File: src/hdl/hwm_pkg.sv
// Package for the hue wobble modulator: the item type and the constant
// scaling tables. No dependencies.
`timescale 1ns / 1ps

package hwm_pkg;

    localparam int CC_DEPTH = 128;

    typedef logic [7:0] scale_lut_t    [CC_DEPTH];
    typedef logic [5:0] interval_lut_t [CC_DEPTH];

    // One control update as it travels between the modules.
    typedef struct packed {
        logic [6:0] cc_hue;
        logic [6:0] cc_sat;
        logic [6:0] cc_val;
        logic       mode;
    } hwm_item_t;

    // Truncating map of a 7-bit control onto 0..top.
    function automatic scale_lut_t build_scale(input int top);
        scale_lut_t lut;
        for (int i = 0; i < CC_DEPTH; i++)
        begin
            lut[i] = 8'((i * top) / 127);
        end
        return lut;
    endfunction

    // Tick interval, 1..50, taken from the scaled saturation.
    function automatic interval_lut_t build_interval();
        interval_lut_t lut;
        for (int i = 0; i < CC_DEPTH; i++)
        begin
            lut[i] = 6'((((i * 255) / 127) * 49) / 255 + 1);
        end
        return lut;
    endfunction

    // Half of the wobble range, 2..62, taken from the scaled value.
    function automatic interval_lut_t build_half_range();
        interval_lut_t lut;
        for (int i = 0; i < CC_DEPTH; i++)
        begin
            lut[i] = 6'(((((i * 255) / 127) * 120) / 255 + 5) / 2);
        end
        return lut;
    endfunction

    localparam scale_lut_t    HUE_LUT      = build_scale(250);
    localparam scale_lut_t    LEVEL_LUT    = build_scale(255);
    localparam interval_lut_t INTERVAL_LUT = build_interval();
    localparam interval_lut_t HALF_LUT     = build_half_range();

    localparam logic [7:0] FULL_LEVEL = 8'd255;

endpackage

File: src/hdl/hwm_if.sv
// Handshake channels of the hue wobble modulator: the control update channel
// and the colour result channel. No dependencies.
`timescale 1ns / 1ps

interface hwm_upd_if;
    logic       valid;
    logic       ready;
    logic [6:0] cc_hue;
    logic [6:0] cc_sat;
    logic [6:0] cc_val;
    logic       mode;

    modport source (output valid, cc_hue, cc_sat, cc_val, mode, input ready);
    modport sink   (input valid, cc_hue, cc_sat, cc_val, mode, output ready);
endinterface

interface hwm_color_if;
    logic       valid;
    logic       ready;
    logic [7:0] out_hue;
    logic [7:0] out_saturation;
    logic [7:0] out_value;

    modport source (output valid, out_hue, out_saturation, out_value, input ready);
    modport sink   (input valid, out_hue, out_saturation, out_value, output ready);
endinterface

File: src/hdl/hue_wobble_modulator.sv
// Hue wobble modulator: an accepted update waits in the input register; its colour item
// is loaded into the result register once that register is empty or being emptied.
// Throughput one item per cycle; the input register and the result register
// form a two-stage pipeline that only stalls when the result is not taken.
// Reset (rst_n low, asynchronous) empties both stages, clears the tick counter
// and hue offset and sets the wobble direction to up.
`timescale 1ns / 1ps

module hue_wobble_modulator (
    input  logic  clk,
    input  logic  rst_n,
    hwm_upd_if.sink     upd,
    hwm_color_if.source color
);
    import hwm_pkg::*;

    // Input stage: the accepted update waits here until the result stage
    // can take it. The offset state advances at the moment it moves on, so
    // every item steps the state exactly once and in order.
    logic      in_valid_reg;
    hwm_item_t in_item_reg;

    // Result stage: holds the finished colour until the sink takes it.
    logic       out_valid_reg;
    logic [7:0] out_hue_reg;
    logic [7:0] out_sat_reg;
    logic [7:0] out_val_reg;

    logic       advance;
    logic [7:0] hue_offset;
    logic [7:0] base_hue;

    // The result stage can load whenever it is empty or being emptied.
    assign advance   = in_valid_reg && (!out_valid_reg || color.ready);
    assign upd.ready = !in_valid_reg || advance;

    hwm_wobble u_wobble (
        .clk        (clk),
        .rst_n      (rst_n),
        .step       (advance),
        .item       (in_item_reg),
        .hue_offset (hue_offset)
    );

    assign base_hue = HUE_LUT[in_item_reg.cc_hue];

    always_ff @(posedge clk or negedge rst_n)
    begin
        if (!rst_n)
        begin
            in_valid_reg  <= 1'b0;
            out_valid_reg <= 1'b0;
        end
        else
        begin
            if (upd.ready)
            begin
                in_valid_reg <= upd.valid;
            end
            if (advance)
            begin
                out_valid_reg <= 1'b1;
            end
            else if (color.ready)
            begin
                out_valid_reg <= 1'b0;
            end
        end
    end

    always_ff @(posedge clk)
    begin
        if (upd.valid && upd.ready)
        begin
            in_item_reg.cc_hue <= upd.cc_hue;
            in_item_reg.cc_sat <= upd.cc_sat;
            in_item_reg.cc_val <= upd.cc_val;
            in_item_reg.mode   <= upd.mode;
        end
        if (advance)
        begin
            // In plain mode the offset reads as zero, so the hue passes as scaled.
            out_hue_reg <= base_hue + hue_offset;
            if (in_item_reg.mode)
            begin
                out_sat_reg <= FULL_LEVEL;
                out_val_reg <= FULL_LEVEL;
            end
            else
            begin
                out_sat_reg <= LEVEL_LUT[in_item_reg.cc_sat];
                out_val_reg <= LEVEL_LUT[in_item_reg.cc_val];
            end
        end
    end

    assign color.valid          = out_valid_reg;
    assign color.out_hue        = out_hue_reg;
    assign color.out_saturation = out_sat_reg;
    assign color.out_value      = out_val_reg;

endmodule

File: src/hdl/hwm_wobble.sv
// Hue offset state of the modulator: tick counter, offset and direction.
// Depends on hwm_pkg.
`timescale 1ns / 1ps

module hwm_wobble (
    input  logic              clk,
    input  logic              rst_n,
    input  logic              step,
    input  hwm_pkg::hwm_item_t item,
    output logic [7:0]        hue_offset
);
    import hwm_pkg::*;

    logic [5:0]        tick_count_reg, tick_count_next;
    logic [7:0]        hue_offset_reg, hue_offset_next;
    logic              going_down_reg, going_down_next;

    logic [5:0]        interval;
    logic [5:0]        half;
    logic [5:0]        tick_inc;
    logic              fire;
    logic [7:0]        moved;
    logic signed [9:0] ival, upper, lower;
    logic signed [9:0] off_a, off_b, off_c;
    logic              dir_b, dir_c;
    logic signed [9:0] probe_a, probe_b;

    always_comb
    begin
        interval = INTERVAL_LUT[item.cc_sat];
        half     = HALF_LUT[item.cc_val];
        ival     = $signed({4'b0, interval});
        upper    = $signed({4'b0, half});
        lower    = -upper - 10'sd1;

        tick_inc = tick_count_reg + 6'd1;
        fire     = tick_inc > interval;
        if (fire)
        begin
            moved = going_down_reg ? hue_offset_reg - 8'd1 : hue_offset_reg + 8'd1;
        end
        else
        begin
            moved = hue_offset_reg;
        end

        // Look-ahead against the lower bound, then against the upper bound
        // with the offset and direction that the first check leaves.
        off_a   = $signed({{2{moved[7]}}, moved});
        probe_a = going_down_reg ? off_a + ival : off_a - ival;
        if (probe_a < lower - 10'sd1)
        begin
            off_b = lower;
            dir_b = !going_down_reg;
        end
        else
        begin
            off_b = off_a;
            dir_b = going_down_reg;
        end

        probe_b = dir_b ? off_b - ival : off_b + ival;
        if (probe_b > upper)
        begin
            off_c = upper;
            dir_c = !dir_b;
        end
        else
        begin
            off_c = off_b;
            dir_c = dir_b;
        end

        if (item.mode)
        begin
            tick_count_next = fire ? 6'd0 : tick_inc;
            hue_offset_next = off_c[7:0];
            going_down_next = dir_c;
        end
        else
        begin
            tick_count_next = tick_count_reg;
            hue_offset_next = 8'd0;
            going_down_next = going_down_reg;
        end

        hue_offset = hue_offset_next;
    end

    always_ff @(posedge clk or negedge rst_n)
    begin
        if (!rst_n)
        begin
            tick_count_reg <= 6'd0;
            hue_offset_reg <= 8'd0;
            going_down_reg <= 1'b0;
        end
        else if (step)
        begin
            tick_count_reg <= tick_count_next;
            hue_offset_reg <= hue_offset_next;
            going_down_reg <= going_down_next;
        end
    end

endmodule

File: src/flat_wrapper.sv
// flat-port wrapper written by rule: the top's interface ports become plain ports
module hue_wobble_modulator_flat import hwm_pkg::*;
  (clk, rst_n, upd_valid, upd_cc_hue, upd_cc_sat, upd_cc_val, upd_mode, upd_ready, color_valid, color_out_hue, color_out_saturation, color_out_value, color_ready);
  hwm_upd_if upd_i ();
  hwm_color_if color_i ();
  input  logic clk;
  input  logic rst_n;
  input wire logic [$bits(upd_i.valid)-1:0] upd_valid;
  input wire logic [$bits(upd_i.cc_hue)-1:0] upd_cc_hue;
  input wire logic [$bits(upd_i.cc_sat)-1:0] upd_cc_sat;
  input wire logic [$bits(upd_i.cc_val)-1:0] upd_cc_val;
  input wire logic [$bits(upd_i.mode)-1:0] upd_mode;
  output wire logic [$bits(upd_i.ready)-1:0] upd_ready;
  output wire logic [$bits(color_i.valid)-1:0] color_valid;
  output wire logic [$bits(color_i.out_hue)-1:0] color_out_hue;
  output wire logic [$bits(color_i.out_saturation)-1:0] color_out_saturation;
  output wire logic [$bits(color_i.out_value)-1:0] color_out_value;
  input wire logic [$bits(color_i.ready)-1:0] color_ready;
  assign upd_i.valid = upd_valid;
  assign upd_i.cc_hue = upd_cc_hue;
  assign upd_i.cc_sat = upd_cc_sat;
  assign upd_i.cc_val = upd_cc_val;
  assign upd_i.mode = upd_mode;
  assign upd_ready = upd_i.ready;
  assign color_valid = color_i.valid;
  assign color_out_hue = color_i.out_hue;
  assign color_out_saturation = color_i.out_saturation;
  assign color_out_value = color_i.out_value;
  assign color_i.ready = color_ready;
  hue_wobble_modulator u_core (.clk(clk), .rst_n(rst_n), .upd(upd_i), .color(color_i));
endmodule
File: config.mk
export PLATFORM = sky130hd
export DESIGN_NAME = hue_wobble_modulator_flat
export DESIGN_NICKNAME = d
export VERILOG_FILES = /design/src/hdl/hwm_pkg.sv /design/src/hdl/hwm_if.sv /design/src/hdl/hue_wobble_modulator.sv /design/src/hdl/hwm_wobble.sv /design/src/flat_wrapper.sv
export SDC_FILE = /design/constraint.sdc
export NUM_CORES = 1
export LEC_CHECK = 0
export ABC_AREA = 1
export ABC_CLOCK_PERIOD_IN_PS = 9100
export BUFFER_PORTS_ARGS = -buffer_cell sky130_fd_sc_hd__buf_2
export CAP_MARGIN = 20
export CORE_ASPECT_RATIO = 0.6
export CORE_MARGIN = 2
export CORE_UTILIZATION = 56
export DETAILED_ROUTE_END_ITERATION = 10
export PLACE_DENSITY_LB_ADDON = 0.1
export SLEW_MARGIN = 20
export SYNTH_ARGS = -nofsm -noshare
export SYNTH_HDL_FRONTEND = slang
export SYNTH_SLANG_ARGS = --single-unit
File: constraint.sdc
create_clock -name clk -period 9.1 [get_ports clk]
set_input_delay 0.455 -clock clk [delete_from_list [all_inputs] [get_ports clk]]
set_output_delay 0.455 -clock clk [all_outputs]
set_load 0.01 [all_outputs]
==> metrics.md <==
| Metric | Value |
|---|---|
| First-pass GRT wire length | 28.01 mm |
| Startpoint Class | flop |
| Clock root buffer | clkbuf_16 |
| I/O pins | 52 |
| CTS tree | built |
| Die height | 84.75 µm |
| Yosys warnings | 0 |
| Nets | 1066 |
| Main synth FF type | edfxtp_1 |
| Arr. time, crit path | 9.27 ns |
| Non-Filler Cell Area, Final | 0.007949 mm² |
| HPWL after detailed placement | 13.59 mm |
| Grt ovf | 0 |
| Largest net degree at the start of global routing | 32 |
| Outcome | finished, violations left |
| Initial DRC Count | just under 600 |
| Violated checks | setup timing |
| Clock skew | 0.007997 ns |
| F_max | 0.1090 GHz |
| Setup Viol. Count Final | 2 |
| Post-Syn Nets | approximately 930 |
| RD Place Congestion | roughly 1.0 |
| WP buf/inv | 12 |
| Number of synthesized flops with an enable pin | 46 |
| Min Tclk post-route | 9.171 ns |
| Area after DPL | 0.006859 mm² |
| CP max stage cell | edfxtp_1 |
| # fillers | 774 |
| Mapped Cells | 828 |
| CP Class | flop to flop |
| Synth Area in Adders | 0.1509 |
| Ys async rst share | 0.2698 |
| CTS Buf Count | 9 |
| Die W | 138.6 µm |
| Syn_area_per_cell | 7.350 µm² |
| Final wirelength | between 15 and 20 mm |
| # rows | 29 |
| Vias | 6468 |
| Post-Synthesis Cell Area | 0.006086 mm² |
| Clk Latency, worst-skew pair | 0.34 ns |
| Tcrit/Tclk final | 1.008 |
| Reg clk slew, reported paths | around 0.06 ns |
| Final hold viol count | 0 |
| Setup crit end kind | flop |
| Top cells by area in the synthesized netlist | edfxtp_1 (23%), ha_1 (14%), nand2_1 (13%) |
| Initial Util | 0.5764 |
| H-tree depth | 3 |
| First drt pass iteration count | 6 |
| Multiplexer area fraction after synthesis | 0.003701 |
| Rel. slew slack | 0.3855 |
| Clk buf depth | 2 |
| CORE AREA | approximately 0.011 mm² |
| Clock sinks | 63 |
| Max reg flops | 22 |
| Worst setup margin | -0.07131 ns |
| Number of global-route vias before repair | 5601 |
| Max cap viols | 0 |
| Post-route antenna net violation count | 0 |
| Worst hold path type | primary input to async pin |
| Worst-path fanout max | 6 |
| Yosys cell types | 44 |
| Xor/xnor share of the synthesized area | 0.05181 |
| Min Hold Slack | between 0.04 and 0.05 ns |
| CP top delay family | simple AND/OR/NAND/NOR gates |
| Dominant cell type by area after synthesis | edfxtp_1 |
| Die area | about 0.012 mm² |
| Post-synth top area share | 0.2270 |
| Drt via density | roughly 5.8 |
| Slew @ Worst Pin | 0.9160 ns |
| Buffers added on ports | 51 |
| RSZ-0062 raised after global routing | true |
| Area grow syn2layout | 30.61% |
| Fraction of layout cells with a size suffix above 1 | 0.3008 |
| GR Util All Layers | 0.3012 |
| Diode count | 0 |
| Hold buffer count at cts | 0 |
| Register area share after synthesis | 0.2969 |
| Req. time, crit path | 9.20 ns |
| Per-cell routed wire length | ~17 µm |
| Register bit total from synthesis | 63 |
| Number of antenna violations at the first check in global routing | 0 |
| Largest family of logic cells by synthesized area | simple AND/OR/NAND/NOR gates |
| Slew Limit Fails | 0 |
| Simple-gate share of the synthesized area | 0.2784 |
| DRC Markers | 0 |
| Compound-Gate Fraction of Synth Area | 0.1359 |
| Slowest Stage Delay on Critical Path | ~0.50 ns |
[area by class of cell]
class / count / area [µm²] / share of cell area
Multi-Input combinational cell: 639 / 4255 / 0.5353
Sequential cell: 63 / 1807 / 0.2273
Timing Repair Buffer: 149 / 1030 / 0.1295
Inverter: 107 / 407.9 / 0.05131
Clock buffer: 9 / 225.2 / 0.02833
Tap cell: 139 / 173.9 / 0.02188
Clock inverter: 7 / 50.05 / 0.006296
[cell families after synthesis]
logic type / count (synthesis)
flops: 63
fa+ha+maj: 71
compound gates: 145
xor+xnor: 36
mux: 2
buf+inv: 126
simple gates: 385
[through the flow]
| step | instances | util | setup TNS, ns | worst slack, ns |
|---|---|---|---|---|
| 2_1_floorplan | 828 | - | 0 | 0.3246 |
| 3_3_place_gp | 1058 | 0.6495 | -0.1923 | -0.1327 |
| 3_5_place_dp | 1058 | 0.6496 | -1.119 | -0.5135 |
| 4_1_cts | 1085 | 0.6912 | 0 | 0.007165 |
| 5_1_grt | 1113 | 0.7528 | -1.793 | -0.6168 |
| 6_report | 1113 | 0.7528 | -0.09278 | -0.07131 |
[worst paths after layout]
kind | from | endpoint | slack (ns) | cells past startpoint
setup / recovery | u_core.in_item_reg[9] | u_core.color.out_hue[7] | -0.07 | 64
hold / removal | rst_n | u_core.in_valid_reg | 0.05 | 1
setup reg to reg | u_core.in_item_reg[9] | u_core.color.out_hue[7] | -0.07 | 64
hold reg to reg | u_core.u_wobble.hue_offset_reg[6] | u_core.u_wobble.hue_offset_reg[6] | 0.53 | 2
max in group asynchronous | rst_n | u_core.u_wobble.tick_count_reg[1] | 8.74 | 1
min in group clk | upd_cc_val[4] | u_core.in_item_reg[5] | 0.28 | 1
[cell usage in the layout (no fill, tap or decap), types with 4 or more instances in the layout]
cell       netlist  layout
a21oi_1         44      33
o21ai_1          3      13
buf_4            1      92
a31oi_1         10       7
ha_4             0      13
edfxtp_1        46      46
xor2_1          28      28
buf_2            8      51
nand4_1         13      13
nor3_1           8       5
ha_1            67      50
o21ai_2          0       6
nand2_1        213     194
o22ai_1          5       5
dfrtp_1         17      17
nand3_1         57      55
o211ai_1         5       5
ha_2             0       4
clkbuf_16        0       9
inv_2            4      14
nand2_2         15      33
nor2_2           5       6
xnor2_1          8       8
inv_1           99      86
nand3_2          8       9
clkinv_1         4       5
nor2_4           0       6
a21oi_2          1      11
o21ai_0         54      37
buf_6            2       5
nor2_1          60      53
[synthesized netlist by cell type, types with 4 or more instances]
cell / count
o211ai_1: 5
nor2_1: 60
buf_2: 8
nor2_2: 5
inv_1: 99
ha_1: 67
o21ai_0: 54
fa_1: 4
a22oi_1: 4
o21a_1: 4
inv_2: 4
o22ai_1: 5
edfxtp_1: 46
o21bai_1: 4
a21oi_1: 44
nand3_2: 8
nor3_1: 8
clkinv_1: 4
nand3_1: 57
dfrtp_1: 17
nand4_1: 13
nand2_1: 213
nand2_2: 15
clkbuf_1: 8
xor2_1: 28
a31oi_1: 10
xnor2_1: 8
[what timing repair did]
action	CTS	global route
resized for setup	25	108
setup endpoints to repair	4	7
pin swaps	27	68
setup buffers	11	27
[routing by layer]
metal | vias to the layer above | part of all wire | track usage
met5 | - | 0 | 0
met4 | 0 | 0.013 | 0.07699
met3 | 29 | 0.10 | 0.07929
met2 | 360 | 0.42 | 0.4140
met1 | 3018 | 0.46 | 0.4641
li1 | 3061 | - | -
Power is not shown: default switching activity piles up to over one toggle a cycle in this logic, so the estimate is an artifact.
